<file path="config.mk">
export PLATFORM = sky130hd
export DESIGN_NAME = overbright_color_normalizer
export DESIGN_NICKNAME = d
export VERILOG_FILES = /design/src/rtl/core/onc_pkg.sv /design/src/rtl/core/overbright_color_normalizer.sv
export SDC_FILE = /design/constraint.sdc
export NUM_CORES = 1
export LEC_CHECK = 0
export ABC_AREA = 1
export BUFFER_PORTS_ARGS = -buffer_cell sky130_fd_sc_hd__buf_2
export CAP_MARGIN = 20
export CORE_UTILIZATION = 65
export DETAILED_ROUTE_END_ITERATION = 8
export HOLD_SLACK_MARGIN = 0.12
export PLACE_DENSITY = 0.88
export SLEW_MARGIN = 15
export SYNTH_ARGS = -nofsm -noshare
export SYNTH_HDL_FRONTEND = slang
export SYNTH_SLANG_ARGS = --single-unit
</file>
<file path="constraint.sdc">
create_clock -name clk -period 8.6 [get_ports clk]
set_input_delay 0.86 -clock clk [delete_from_list [all_inputs] [get_ports clk]]
set_output_delay 0.86 -clock clk [all_outputs]
set_load 0.01 [all_outputs]
</file>
<file path="src/rtl/core/onc_pkg.sv">
// Shared types, constants and the divider step of the overbright color normalizer.
package onc_pkg;

  localparam int CHAN_W         = 8;
  localparam int SHIFT_W        = 3;
  localparam int NUM_COLORS     = 3;
  localparam int SHIFTED_W      = CHAN_W + (1 << SHIFT_W) - 1;
  localparam int NUM_W          = 2 * CHAN_W;
  localparam int BITS_PER_STAGE = 2;
  localparam int DIV_STAGES     = CHAN_W / BITS_PER_STAGE;

  localparam logic [CHAN_W-1:0]  CHANNEL_MAX = {CHAN_W{1'b1}};
  localparam logic [SHIFT_W-1:0] SHIFT_RESET = SHIFT_W'(1);

  localparam int RED   = 0;
  localparam int GREEN = 1;
  localparam int BLUE  = 2;

  // Per-channel divider state: partial remainder, unused dividend bits, quotient so far.
  typedef struct packed {
    logic [CHAN_W-1:0] rem;
    logic [CHAN_W-1:0] low;
    logic [CHAN_W-1:0] quo;
  } chan_div_t;

  // One pixel as it travels down the divider pipeline.
  typedef struct packed {
    chan_div_t [NUM_COLORS-1:0]               ch;
    logic      [NUM_COLORS-1:0][CHAN_W-1:0]   plain;
    logic      [CHAN_W-1:0]                   divisor;
    logic                                     ovf;
    logic      [CHAN_W-1:0]                   alpha;
  } pix_t;

  // Advance the restoring division of all three channels by BITS_PER_STAGE bits.
  function automatic pix_t div_stage(input pix_t p);
    pix_t          o;
    logic [CHAN_W:0] trial;
    o = p;
    for (int c = 0; c < NUM_COLORS; c++) begin
      for (int s = 0; s < BITS_PER_STAGE; s++) begin
        trial = {o.ch[c].rem, o.ch[c].low[CHAN_W-1]};
        o.ch[c].low = {o.ch[c].low[CHAN_W-2:0], 1'b0};
        if (trial >= {1'b0, o.divisor}) begin
          trial = trial - {1'b0, o.divisor};
          o.ch[c].quo = {o.ch[c].quo[CHAN_W-2:0], 1'b1};
        end else begin
          o.ch[c].quo = {o.ch[c].quo[CHAN_W-2:0], 1'b0};
        end
        o.ch[c].rem = trial[CHAN_W-1:0];
      end
    end
    return o;
  endfunction

endpackage

</file>
<file path="src/rtl/core/overbright_color_normalizer.sv">
// Top level of the overbright color normalizer: shift, overflow test and pipelined rescale.
//
// Usage:
//   Request channel: drive red_in, green_in, blue_in, alpha_in with start high. A request
//   is taken at every rising edge with start high and busy low; busy is always low, so a
//   new pixel may enter in every cycle.
//   Result channel: done is high for exactly one cycle with red_out..alpha_out valid in
//   that cycle. The receiver cannot stall; the pipeline never holds.
//   Pipeline: six register stages (input register, one prepare stage, four divider stages
//   of two quotient bits each); done is the valid bit of the last divider stage.
//   Throughput is one pixel per cycle, set by the fully pipelined divider.
//   Configuration: overbright_shift is written through cfg_valid/cfg_ready/cfg_data;
//   cfg_ready is always high. Write it only while no request is in flight.
//   Reset (rst, synchronous): clears all valid bits, drops requests in flight, and sets
//   overbright_shift to 1.
// The rescale c*255/max is done on the unshifted channels: the common factor 2^shift
// cancels exactly in the truncating division, so the divider is 16 by 8 bits.
module overbright_color_normalizer (
  input  logic                         clk,
  input  logic                         rst,
  input  logic                         start,
  output logic                         busy,
  input  logic [onc_pkg::CHAN_W-1:0]   red_in,
  input  logic [onc_pkg::CHAN_W-1:0]   green_in,
  input  logic [onc_pkg::CHAN_W-1:0]   blue_in,
  input  logic [onc_pkg::CHAN_W-1:0]   alpha_in,
  output logic                         done,
  output logic [onc_pkg::CHAN_W-1:0]   red_out,
  output logic [onc_pkg::CHAN_W-1:0]   green_out,
  output logic [onc_pkg::CHAN_W-1:0]   blue_out,
  output logic [onc_pkg::CHAN_W-1:0]   alpha_out,
  input  logic                         cfg_valid,
  output logic                         cfg_ready,
  input  logic [onc_pkg::SHIFT_W-1:0]  cfg_data
);

  logic [onc_pkg::SHIFT_W-1:0]                       overbright_shift;

  // Input register.
  logic                                              pix_vld;
  logic [onc_pkg::NUM_COLORS-1:0][onc_pkg::CHAN_W-1:0] pix_color;
  logic [onc_pkg::CHAN_W-1:0]                        pix_alpha;

  // Prepare stage result (combinational) and pipeline registers.
  onc_pkg::pix_t                                     prep;
  logic [onc_pkg::CHAN_W-1:0]                        max_raw;
  logic [onc_pkg::SHIFTED_W-1:0]                     max_shifted;
  logic [onc_pkg::SHIFTED_W-1:0]                     chan_shifted [onc_pkg::NUM_COLORS];
  logic [onc_pkg::NUM_W-1:0]                         chan_num [onc_pkg::NUM_COLORS];

  onc_pkg::pix_t                                     stg     [onc_pkg::DIV_STAGES+1];
  logic                                              stg_vld [onc_pkg::DIV_STAGES+1];

  onc_pkg::pix_t                                     last;

  // The block never refuses a request or a register write.
  assign busy      = 1'b0;
  assign cfg_ready = 1'b1;

  // Configuration register.
  always_ff @(posedge clk) begin
    if (rst) begin
      overbright_shift <= onc_pkg::SHIFT_RESET;
    end else if (cfg_valid && cfg_ready) begin
      overbright_shift <= cfg_data;
    end
  end

  // Capture the request.
  always_ff @(posedge clk) begin
    if (rst) begin
      pix_vld <= 1'b0;
    end else begin
      pix_vld <= start && !busy;
    end
  end

  always_ff @(posedge clk) begin
    pix_color[onc_pkg::RED]   <= red_in;
    pix_color[onc_pkg::GREEN] <= green_in;
    pix_color[onc_pkg::BLUE]  <= blue_in;
    pix_alpha                 <= alpha_in;
  end

  // Prepare: find the largest channel, test for overflow after the shift, and form
  // the dividend c*255 = (c << 8) - c with its top half preloaded as the remainder.
  always_comb begin
    max_raw = pix_color[onc_pkg::RED];
    if (pix_color[onc_pkg::GREEN] > max_raw) begin
      max_raw = pix_color[onc_pkg::GREEN];
    end
    if (pix_color[onc_pkg::BLUE] > max_raw) begin
      max_raw = pix_color[onc_pkg::BLUE];
    end
    max_shifted = onc_pkg::SHIFTED_W'(max_raw) << overbright_shift;

    prep.divisor = max_raw;
    prep.ovf     = |max_shifted[onc_pkg::SHIFTED_W-1:onc_pkg::CHAN_W];
    prep.alpha   = pix_alpha;
    for (int c = 0; c < onc_pkg::NUM_COLORS; c++) begin
      chan_shifted[c] = onc_pkg::SHIFTED_W'(pix_color[c]) << overbright_shift;
      chan_num[c]     = {pix_color[c], {onc_pkg::CHAN_W{1'b0}}}
                        - onc_pkg::NUM_W'(pix_color[c]);
      prep.plain[c]   = chan_shifted[c][onc_pkg::CHAN_W-1:0];
      prep.ch[c].rem  = chan_num[c][onc_pkg::NUM_W-1:onc_pkg::CHAN_W];
      prep.ch[c].low  = chan_num[c][onc_pkg::CHAN_W-1:0];
      prep.ch[c].quo  = '0;
    end
  end

  // Advance the pipeline: valid bits reset, payload does not.
  always_ff @(posedge clk) begin
    if (rst) begin
      for (int k = 0; k <= onc_pkg::DIV_STAGES; k++) begin
        stg_vld[k] <= 1'b0;
      end
    end else begin
      stg_vld[0] <= pix_vld;
      for (int k = 1; k <= onc_pkg::DIV_STAGES; k++) begin
        stg_vld[k] <= stg_vld[k-1];
      end
    end
  end

  always_ff @(posedge clk) begin
    stg[0] <= prep;
    for (int k = 1; k <= onc_pkg::DIV_STAGES; k++) begin
      stg[k] <= onc_pkg::div_stage(stg[k-1]);
    end
  end

  // Pick the rescaled value on overflow, else the plain shifted value.
  assign last      = stg[onc_pkg::DIV_STAGES];
  assign done      = stg_vld[onc_pkg::DIV_STAGES];
  assign red_out   = last.ovf ? last.ch[onc_pkg::RED].quo   : last.plain[onc_pkg::RED];
  assign green_out = last.ovf ? last.ch[onc_pkg::GREEN].quo : last.plain[onc_pkg::GREEN];
  assign blue_out  = last.ovf ? last.ch[onc_pkg::BLUE].quo  : last.plain[onc_pkg::BLUE];
  assign alpha_out = last.alpha;

  // Every result goes back to a matching accepted request.
  a_done_has_request: assert property (@(posedge clk) disable iff (rst)
    done |-> $past(start && !busy, 6))
    else $error("result without matching request");

  // On overflow the largest channel must land exactly on full scale.
  a_ovf_full_scale: assert property (@(posedge clk) disable iff (rst)
    (done && last.ovf) |-> (red_out == onc_pkg::CHANNEL_MAX
                            || green_out == onc_pkg::CHANNEL_MAX
                            || blue_out == onc_pkg::CHANNEL_MAX))
    else $error("overflowed pixel not scaled to full scale");

  // The restoring divider keeps every remainder below the divisor.
  a_rem_below_div: assert property (@(posedge clk) disable iff (rst)
    (done && last.ovf) |-> (last.ch[onc_pkg::RED].rem < last.divisor
                            && last.ch[onc_pkg::GREEN].rem < last.divisor
                            && last.ch[onc_pkg::BLUE].rem < last.divisor))
    else $error("divider remainder out of range");

endmodule

</file>
==> metrics.yaml, run 1 <==
cts:
  insertion_delay_ns: 0.56
  clock_sinks: 454
  postCtsHoldBufs: 0
  root_buffer: "clkbuf_16"
  htree_levels: 2
  post_cts_resized: 0
  cts_setup_buffers: 0
  cts_tree: "built"
  path_clk_slew_ns: 0.07
  numCtsBuffers: 42
  clock_path_buffers: 3
grt:
  grt_max_degree: 48
  overflow: 0
  grt_first_pass_wirelength_um: 78500
  globalRouteTotalUtil: 0.302
  grt_pass1_vias: 15800
  antenna_found_initial: 2
timing:
  grt_setup_unrepaired: "false"
  final.setup.tns_ns: 0
  max_freq_mhz: 234
  hold_violations: 0
  drv_slew: 0
  tightest_slew_ns: 0.814
  relSlewSlack: 0.455
  fin_skew_ns: 0.0249
  period_needed_ns: 4.27
  setup_viol: 0
  finalCritPeriodShare: 0.496
placement:
  dp_hpwl_um: 36000
  portBuffers: 71
  place.gp.congestion: 1.00
  postPlaceCellArea_mm2: 0.0213
critical_path:
  required_ns: 9.04
  ff2ff_setup_slack_ns: 4.33
  crit_fanout: 17
  end_kind: "register"
  crit_path_frequent_cell: "nand2_1"
  critical_path_class: "register to register"
  cp_cell_sequence: "inv_1 -> ha_1 -> nand2_1 -> o21ai_2 -> nand2_1 -> o211ai_2 -> nand2_2 -> nand2_2 -> o21ai_0 -> ha_1 -> nand3_1 -> nand2_1 -> nand2_1 -> o311ai_0 -> nand2_1 -> nand4_4 -> nor2_1 -> a21oi_2"
  crit_buf_inv: 1
  critical_path.max_stage_delay_ns: 0.54
  slowest_stage: "o21ai_0"
  worstSetupStartpointType: "register"
  arrival_ns: 4.71
  cp_top_family: "simple AND/OR/NAND/NOR gates"
die:
  rows: 65
  die_height_um: 181
  die_area_mm2: 0.0326
  initial_core_util: 0.659
  die_w_um: 181
  coreArea_mm2: 0.0315
  io_pins: 74
synthesis:
  synth_ff_type: "dfxtp_1"
  syn_inst: 2389
  synth.distinct_cells: 55
  netlist.area_leader.share: 0.438
  yosysTopAreaCell: "dfxtp_1"
  muxShareOfSynthArea: 0.0146
  synth_top_family_by_area: "simple AND/OR/NAND/NOR gates"
  synth_edf_count: 0
  ys_top_cells_by_area: "dfxtp_1, ha_1, nand2_1"
  synth_fa_ha_area_frac: 0.147
  synth-simple-area-share: 0.170
  synthesis.nets: 2660
  ys_seq_elements: 454
  synth-xor-area-share: 0.0498
  ys_seq_area_frac: 0.438
  yosys_warnings: 0
  async_flop_share: 0
  netlist_area_mm2: 0.0208
  synth_area_per_cell_um2: 8.69
  synth-compound-area-share: 0.109
route:
  via_count: 16200
  wl_per_cell_um: 17.1
  wl_um: 49400
  via_per_inst: 5.61
  drt_iter0_drc: 1268
  ant_nets: 0
  first_pass_iters: 6
  drc: 0
final_layout:
  utilization: 0.722
  area_growth_pct: 9.54
  nets: 2730
  fillCellCount: 2207
  postLayoutCellArea_mm2: 0.0227
  n_antenna_cell: 0
  drive_above_1_share: 0.102
worst_hold_path:
  min_path_type: "register to register"
outcome:
  outcome: "complete, no violations"
flow_run:
  drv_cap: 0
==> registers in the layout, summed over array words and instances (netlist names) <==
signal	flops
pix_alpha	8
pix_color	24
overbright_shift	3
stg_vld	5
stg	413
pix_vld	1
==> worst register-to-register path, cell delays in order, from the launching register on <==
cell and delay, ns:
dfxtp_1 0.36, inv_1 0.50, ha_1 0.36, nand2_1 0.09, o21ai_2 0.08, nand2_1 0.09, o211ai_2 0.11, nand2_2 0.14
nand2_2 0.19, o21ai_0 0.55, ha_1 0.36, nand3_1 0.09, nand2_1 0.13, nand2_1 0.13, o311ai_0 0.21, nand2_1 0.19
nand4_4 0.27, nor2_1 0.26, a21oi_2 0.06
==> Yosys cell counts, drive strengths merged, types with 3 or more instances <==
library cell,count
nand2,425
nand4,42
dfxtp,454
o21a,9
mux2,26
a21oi,171
o31ai,3
clkbuf,14
xnor2,31
nor2,205
inv,302
o211ai,23
o311ai,5
a41oi,3
o221ai,3
xor2,87
buf,32
o21bai,5
and2,7
ha,211
nand3,101
nor3,21
or2,12
fa,21
a31oi,5
o21ai,156
==> path summary, 6_finish.rpt <==
kind                                    end        start  cells after the start
worst max register to register  stg[0][331]  stg[0][123]                     18
worst min-delay path            stg[0][137]   stg[0][24]                      0
worst min register to register  stg[0][137]   stg[0][24]                      0
worst max-delay path            stg[0][331]  stg[0][123]                     18
==> area by class of cell <==
class | count | area (µm²) | share of cell area
inverters | 303 | 1140 | 0.0501
clock inverters | 23 | 315 | 0.0139
well taps | 402 | 503 | 0.0221
clock buffers | 53 | 1120 | 0.0494
flip-flops and latches | 454 | 9090 | 0.400
repair buffers | 72 | 363 | 0.0160
multi-input cells | 1586 | 10200 | 0.449
==> kinds of logic after synthesis <==
| group | count (synthesis) |
|---|---|
| AO/OA/AOI/OAI | 391 |
| XOR/XNOR | 118 |
| adder cells (fa/ha/maj) | 232 |
| buffers and inverters | 349 |
| flip-flops | 454 |
| multiplexers | 27 |
| other | 2 |
| AND/OR/NAND/NOR | 816 |
==> per-layer routing <==
metal,track usage,vias to the layer above,routed length [µm]
met1,0.352,7493,19800
li1,-,7966,-
met2,0.531,610,24000
met3,0.0394,166,2810
met4,0.181,2,2800
met5,0,-,17
==> stage by stage <==
| step | hold WS, ns | std cells | setup slack (ns) |
|---|---|---|---|
| 6_report | 0.322 | 2893 | 4.33 |
| 5_1_grt | 0.328 | 2893 | 4.00 |
| 4_1_cts | 0.322 | 2893 | 4.39 |
| 3_5_place_dp | 0.312 | 2817 | 4.59 |
| 3_3_place_gp | 0.310 | 2817 | 4.70 |
| 2_1_floorplan | 0.310 | 2389 | 5.25 |
==> layout by cell type, fill, tap and decap left out, types with 4 or more instances in the layout <==
cell | netlist | layout
nor2_2 | 4 | 4
nor3_1 | 19 | 19
nand2_1 | 403 | 403
a21oi_1 | 164 | 164
clkbuf_1 | 14 | 8
o211ai_1 | 17 | 17
o21ai_2 | 18 | 18
clkinv_2 | 1 | 7
a31oi_1 | 4 | 4
nand4_1 | 39 | 39
nor2_1 | 201 | 201
inv_1 | 298 | 298
buf_2 | 3 | 71
bufinv_16 | 0 | 5
a21oi_2 | 7 | 7
o21ai_0 | 98 | 98
ha_1 | 211 | 211
nand2_2 | 21 | 21
or2_2 | 11 | 11
o21ai_1 | 40 | 40
o21a_1 | 9 | 9
clkinvlp_4 | 0 | 4
nand3_2 | 6 | 6
xnor2_1 | 31 | 31
and2_1 | 7 | 7
fa_1 | 21 | 21
dfxtp_1 | 454 | 453
xor2_1 | 87 | 87
mux2_2 | 26 | 26
clkbuf_16 | 0 | 42
o211ai_2 | 6 | 6
inv_2 | 4 | 4
nand3_1 | 95 | 95
o21bai_1 | 5 | 5
clkinv_4 | 0 | 4
o311ai_0 | 5 | 5
Power of run 1 is not shown: default switching activity piles up to over one toggle a cycle in this logic, so the estimate is an artifact.
==> inputs of run 2 (changes only) <==
- CORE_UTILIZATION: 65 -> 56
- PLACE_DENSITY: 0.88 -> 0.81
- clock period: 8.6 -> 3.8 ns (I/O delays scaled with it)
==> metrics.yaml, run 2 (same netlist as run 1, synthesis figures left out) <==
outcome:
  outcome: "complete, no violations"  # unchanged
grt:
  grt_first_pass_wirelength_um: 78300  # was 78500 µm
  overflow: 0  # unchanged
  globalRouteTotalUtil: 0.261  # was 0.302
  antenna_found_initial: 1  # was 2
  grt_pass1_vias: 15800  # about the same
  grt_max_degree: 25  # was 48
timing:
  grt_setup_unrepaired: "true"  # was false
  tightest_slew_ns: 0.911  # was 0.814 ns
  hold_violations: 0  # unchanged
  final.setup.tns_ns: 0  # unchanged
  finalCritPeriodShare: 0.979  # was 0.496
  fin_skew_ns: 0.0244  # was 0.0249 ns
  drv_slew: 0  # unchanged
  period_needed_ns: 3.72  # was 4.27 ns
  max_freq_mhz: 269  # was 234 MHz
  relSlewSlack: 0.390  # was 0.455
  setup_viol: 0  # unchanged
cts:
  insertion_delay_ns: 0.57  # was 0.56 ns
  root_buffer: "clkbuf_16"  # unchanged
  numCtsBuffers: 44  # was 42
  htree_levels: 2  # unchanged
  clock_path_buffers: 3  # unchanged
  cts_tree: "built"  # unchanged
  clock_sinks: 454  # unchanged
  path_clk_slew_ns: 0.07  # about the same
die:
  die_area_mm2: 0.0378  # was 0.0326 mm²
  die_height_um: 195  # was 181 µm
  io_pins: 74  # unchanged
  rows: 70  # was 65
  die_w_um: 195  # was 181 µm
  initial_core_util: 0.568  # was 0.659
  coreArea_mm2: 0.0365  # was 0.0315 mm²
final_layout:
  mostFrequentLayoutCell: "dfxtp_1"  # unchanged
  area_growth_pct: 14.5  # was 9.54%
  max_flop_register: "stg"  # unchanged
  final_cells: 3050  # was 2893
  nets: 2819  # was 2730
  drive_above_1_share: 0.126  # was 0.102
  final_cell_mix: "dfxtp_1, nand2_1, inv_1, ha_1, nor2_1"  # unchanged
  largest_registers: "stg x413, pix_color x24, pix_alpha x8"  # unchanged
  largest_register_ffs: 413  # unchanged
critical_path:
  critical_path.max_stage_delay_ns: 0.53  # was 0.54 ns
  worstSetupStartpointType: "register"  # unchanged
  crit_path_frequent_cell: "a21oi_1"  # was nand2_1
  crit_buf_inv: 4  # was 1
  required_ns: 4.27  # was 9.04 ns
  cp_cell_sequence: "inv_1 -> ha_1 -> a21oi_1 -> o211ai_2 -> nand2_2 -> nand2_4 -> buf_4 -> nor2_1 -> a21oi_1 -> ha_1 -> inv_1 -> o311ai_0 -> nand2_1 -> buf_4 -> nand4_4 -> nor2_1 -> a21oi_1"  # was inv_1 -> ha_1 -> nand2_1 -> o21ai_2 -> nand2_1 -> o211ai_2 -> nand2_2 -> nand2_2 -> o21ai_0 -> ha_1 -> nand3_1 -> nand2_1 -> nand2_1 -> o311ai_0 -> nand2_1 -> nand4_4 -> nor2_1 -> a21oi_2
  arrival_ns: 4.19  # was 4.71 ns
  slowest_stage: "o311ai_0"  # was o21ai_0
  critical_path_class: "register to register"  # unchanged
  end_kind: "register"  # unchanged
  cp_top_family: "compound AO/OA/AOI/OAI gates"  # was simple AND/OR/NAND/NOR gates
  crit_fanout: 12  # was 17
route:
  drc: 0  # unchanged
  wl_per_cell_um: 16.6  # was 17.1 µm
  wl_um: 50600  # was 49400 µm
  first_pass_iters: 5  # was 6
  via_count: 16500  # was 16200
  via_per_inst: 5.40  # was 5.61
  ant_nets: 0  # unchanged
  drt_iter0_drc: 1189  # was 1268
placement:
  place.gp.congestion: 0.992  # was 1.00
  dp_cells: 2916  # was 2817
  portBuffers: 71  # unchanged
  dp_hpwl_um: 37900  # was 36000 µm
flow_run:
  drv_cap: 0  # unchanged
worst_hold_path:
  min_path_type: "register to register"  # unchanged
## run 2: cell type report
type	instances	area, µm²
Fill cell	2822	12800
Multi-Input combinational cell	1591	10400
Sequential cell	454	9100
Clock buffer	58	1220
Inverter	303	1150
Timing Repair Buffer	154	1080
Tap cell	468	586
Clock inverter	21	231
Antenna cell	1	2.50
## run 2: stage by stage
step                cell area [µm²]  utilization  hold WS, ns  setup slack, ns
floorplan                     20800            -        0.310            0.447
global placement              21600        0.592        0.310            0.148
detailed placement            21600        0.592        0.312           0.0696
CTS                           23500        0.643        0.324          0.00339
global route                  23800        0.651        0.325          -0.0573
finish                        23800        0.651        0.323           0.0808
## run 2: worst paths after layout
path | to | from | slack (ns) | cells after the start
max | stg[0][333] | stg[0][128] | 0.08 | 17
min | stg[0][330] | stg[0][215] | 0.32 | 0
max reg2reg | stg[0][333] | stg[0][128] | 0.08 | 17
min reg2reg | stg[0][330] | stg[0][215] | 0.32 | 0
## run 2: repair_timing
action                                  in CTS  in global routing
hold buffers                                39                  0
buffers inserted                             0                 10
resized for setup                            0                 44
endpoints found under the hold margin       41                  0
endpoints found under the setup margin       0                 76
## run 2: layer usage
layer  up-vias  share of wire  track usage
li1       8162              -            -
met2       576           0.49        0.475
met4         0          0.051        0.133
met5         -              0            0
met1      7592           0.40        0.299
met3       148          0.053       0.0309
Power of run 2 is left out for the same reason.
==> inputs of run 3 (changes only) <==
- ABC_AREA: 1 -> 0
==> metrics.yaml, run 3 <==
outcome:
  outcome: "finished, violations left"  # was complete, no violations
  violations: "setup timing"
die:
  die_height_um: 194  # was 195 µm
  coreArea_mm2: 0.0365  # unchanged
  die_area_mm2: 0.0378  # about the same
  rows: 70  # unchanged
  io_pins: 74  # unchanged
  die_w_um: 194  # was 195 µm
  initial_core_util: 0.567  # was 0.568
final_layout:
  drive_above_1_share: 0.405  # was 0.126
  mostFrequentLayoutCell: "buf_4"  # was dfxtp_1
  nets: 2837  # was 2819
  seq_area_mm2: 0.00911  # was 0.00910 mm²
  largest_register_ffs: 413  # unchanged
  fillCellCount: 1979  # was 2822
  final_cell_mix: "buf_4, dfxtp_1, ha_1, inv_1, nor2_1"  # was dfxtp_1, nand2_1, inv_1, ha_1, nor2_1
  max_flop_register: "stg"  # unchanged
  largest_registers: "stg x413, pix_color x24, pix_alpha x8"  # unchanged
  utilization: 0.785  # was 0.651
  area_growth_pct: 38.4  # was 14.5%
  postLayoutCellArea_mm2: 0.0287  # was 0.0238 mm²
  multi_input_area_mm2: 0.0122  # was 0.0104 mm²
timing:
  hold_violations: 0  # unchanged
  setup_viol: 71  # was 0
  period_needed_ns: 4.21  # was 3.72 ns
  fin_skew_ns: 0.0154  # was 0.0244 ns
  layout_setup_ws_ns: -0.409  # was 0.0808 ns
  drv_slew: 0  # unchanged
  tightest_slew_ns: 0.886  # was 0.911 ns
  finalCritPeriodShare: 1.11  # was 0.979
  max_freq_mhz: 238  # was 269 MHz
  grt_setup_unrepaired: "true"  # unchanged
  relSlewSlack: 0.408  # was 0.390
route:
  ant_nets: 0  # unchanged
  wl_um: 66100  # was 50600 µm
  first_pass_iters: 5  # unchanged
  via_per_inst: 5.74  # was 5.40
  wl_per_cell_um: 21.5  # was 16.6 µm
  top_layer: "met4"  # unchanged
  drc: 0  # unchanged
  routed-wl-met3_um: 3650  # was 2660 µm
  wl_met1_um: 24300  # was 20300 µm
  met2_wirelength_um: 33100  # was 25000 µm
  via_count: 17600  # was 16500
  drt_iter0_drc: 1321  # was 1189
synthesis:
  async_flop_share: 0  # unchanged
  yosysMostFrequentCell: "dfxtp_1"  # unchanged
  netlist.area_leader.share: 0.439  # was 0.438
  yosys_warnings: 0  # unchanged
  ys_seq_elements: 454  # unchanged
  synthesis.nets: 2240  # was 2660
  netlist_area_mm2: 0.0207  # was 0.0208 mm²
  syn_inst: 1969  # was 2389
  synth_area_per_cell_um2: 10.5  # was 8.69 µm²
  synth_edf_count: 0  # unchanged
  yosys-top-cells-count: "dfxtp_1, ha_1, inv_1"  # was dfxtp_1, nand2_1, inv_1
  synth.distinct_cells: 65  # was 55
  synth_ff_type: "dfxtp_1"  # unchanged
  ys_seq_area_frac: 0.439  # was 0.438
  ys_top_cells_by_area: "dfxtp_1, ha_1, mux2_2"  # was dfxtp_1, ha_1, nand2_1
  yosysTopAreaCell: "dfxtp_1"  # unchanged
critical_path:
  worstSetupStartpointType: "register"  # unchanged
  required_ns: 4.25  # was 4.27 ns
  critical_path_class: "register to register"  # unchanged
  end_kind: "register"  # unchanged
  arrival_ns: 4.66  # was 4.19 ns
  r2r_end: "stg[0][426]"  # was stg[0][333]
  r2r_start: "stg[0][237]"  # was stg[0][128]
  r2r_cells: 19  # was 17
  crit_fanout: 5  # was 12
  ff2ff_setup_slack_ns: -0.41  # was 0.08 ns
grt:
  grt_max_degree: 26  # was 25
  antenna_found_initial: 1  # unchanged
  overflow: 0  # unchanged
  grt_first_pass_wirelength_um: 93700  # was 78300 µm
  grt_pass1_vias: 17900  # was 15800
  globalRouteTotalUtil: 0.316  # was 0.261
cts:
  root_buffer: "clkbuf_16"  # unchanged
  cts_tree: "built"  # unchanged
  clock_path_buffers: 3  # unchanged
  clock_sinks: 454  # unchanged
  numCtsBuffers: 43  # was 44
  path_clk_slew_ns: 0.06  # was 0.07 ns
  insertion_delay_ns: 0.56  # was 0.57 ns
  htree_levels: 2  # unchanged
worst_hold_path:
  whs_endpoint: "stg[0][226]"  # was stg[0][330]
  holdPathStages: 0  # unchanged
  min-delay-start: "stg[0][113]"  # was stg[0][215]
  min_path_type: "register to register"  # unchanged
flow_run:
  drv_cap: 0  # unchanged
placement:
  portBuffers: 71  # unchanged
  place.gp.congestion: 0.974  # was 0.992
  dp_hpwl_um: 41500  # was 37900 µm
  postPlaceCellArea_mm2: 0.0245  # was 0.0216 mm²
[run 3: changes by cell type after synthesis, sizes merged, moves of 42 or more]
cell	delta
a21oi	-70
inv	-147
mux2	+88
nand2	-318
nand3	-99
nor2	-77
nor2b	+42
o21ai	-49
xor2	-61
[run 3: critical path, stage by stage (launching register included)]
cell and delay [ns]:
dfxtp_1 0.34, inv_1 0.14, ha_1 0.48, nand4_1 0.32, o21ai_1 0.28, a21o_1 0.18, o31ai_4 0.10, buf_6 0.14
nand2_4 0.07, o21ai_4 0.07, buf_4 0.13, buf_4 0.12, buf_4 0.15, fa_1 0.49, a21o_1 0.24, a21oi_2 0.20
o21bai_1 0.09, a21oi_1 0.21, xnor2_1 0.10, mux2_2 0.27
[run 3: how the worst max path moves through the flow]
stage,start,end,slack (ns),cells past startpoint
finish,stg[0][237],stg[0][426],-0.41,19
global route,stg[0][10],stg[0][223],-0.49,21
CTS,stg[0][10],stg[0][175],-0.26,21
detailed placement,stg[0][10],stg[0][197],-0.38,19
global placement,stg[0][123],stg[0][311],-0.33,18
floorplan,stg[0][10],stg[0][171],-0.35,19
[run 3: area by class of cell]
| type | instances | share of cell area |
|---|---|---|
| Clock buffer | 58 | 0.0430 |
| Inverter | 155 | 0.0209 |
| Clock inverter | 22 | 0.00882 |
| Sequential cell | 454 | 0.318 |
| Multi-Input combinational cell | 1315 | 0.427 |
| Timing Repair Buffer | 597 | 0.162 |
| Antenna cell | 1 | 0.0000873 |
| Tap cell | 468 | 0.0204 |
[run 3: kinds of logic (layout without fill, tap and decap cells)]
logic type	count (synthesis)	count (layout)	share of synthesized area
DFF	454	454	0.439
other	2	3	0.000363
AOI/OAI and AO/OA	397	397	0.135
xor gates and xnor gates	94	94	0.0398
and+or+nand+nor	428	428	0.103
buffers and inverters	200	832	0.0401
muxes	162	162	0.0950
adders and majority gates	232	232	0.148
[run 3: routing by layer]
layer | vias to the layer above | track usage
met2 | 837 | 0.583
met5 | - | 0
met1 | 8368 | 0.340
li1 | 8086 | -
met3 | 336 | 0.0439
met4 | 0 | 0.198
[run 3: through the flow]
stage / worst slack, ns / cells / TNS [ns] / hold WS [ns]
6_report: -0.409 / 3070 / -17.42 / 0.326
5_1_grt: -0.493 / 3069 / -28.51 / 0.323
4_1_cts: -0.265 / 3028 / -9.96 / 0.324
3_5_place_dp: -0.384 / 2828 / -22.16 / 0.312
3_3_place_gp: -0.335 / 2828 / -14.44 / 0.310
2_1_floorplan: -0.352 / 1969 / -17.64 / 0.310
[run 3: what timing repair did]
action                                 in CTS  in global routing
buffers inserted                           82                 59
endpoints found under the hold margin      41                  0
hold buffers                               42                  0
pin swaps                                  68                116
cloned                                      0                  0
gates resized for setup                   116                196
setup endpoints to repair                  78                 87
Power of run 3 is left out for the same reason.
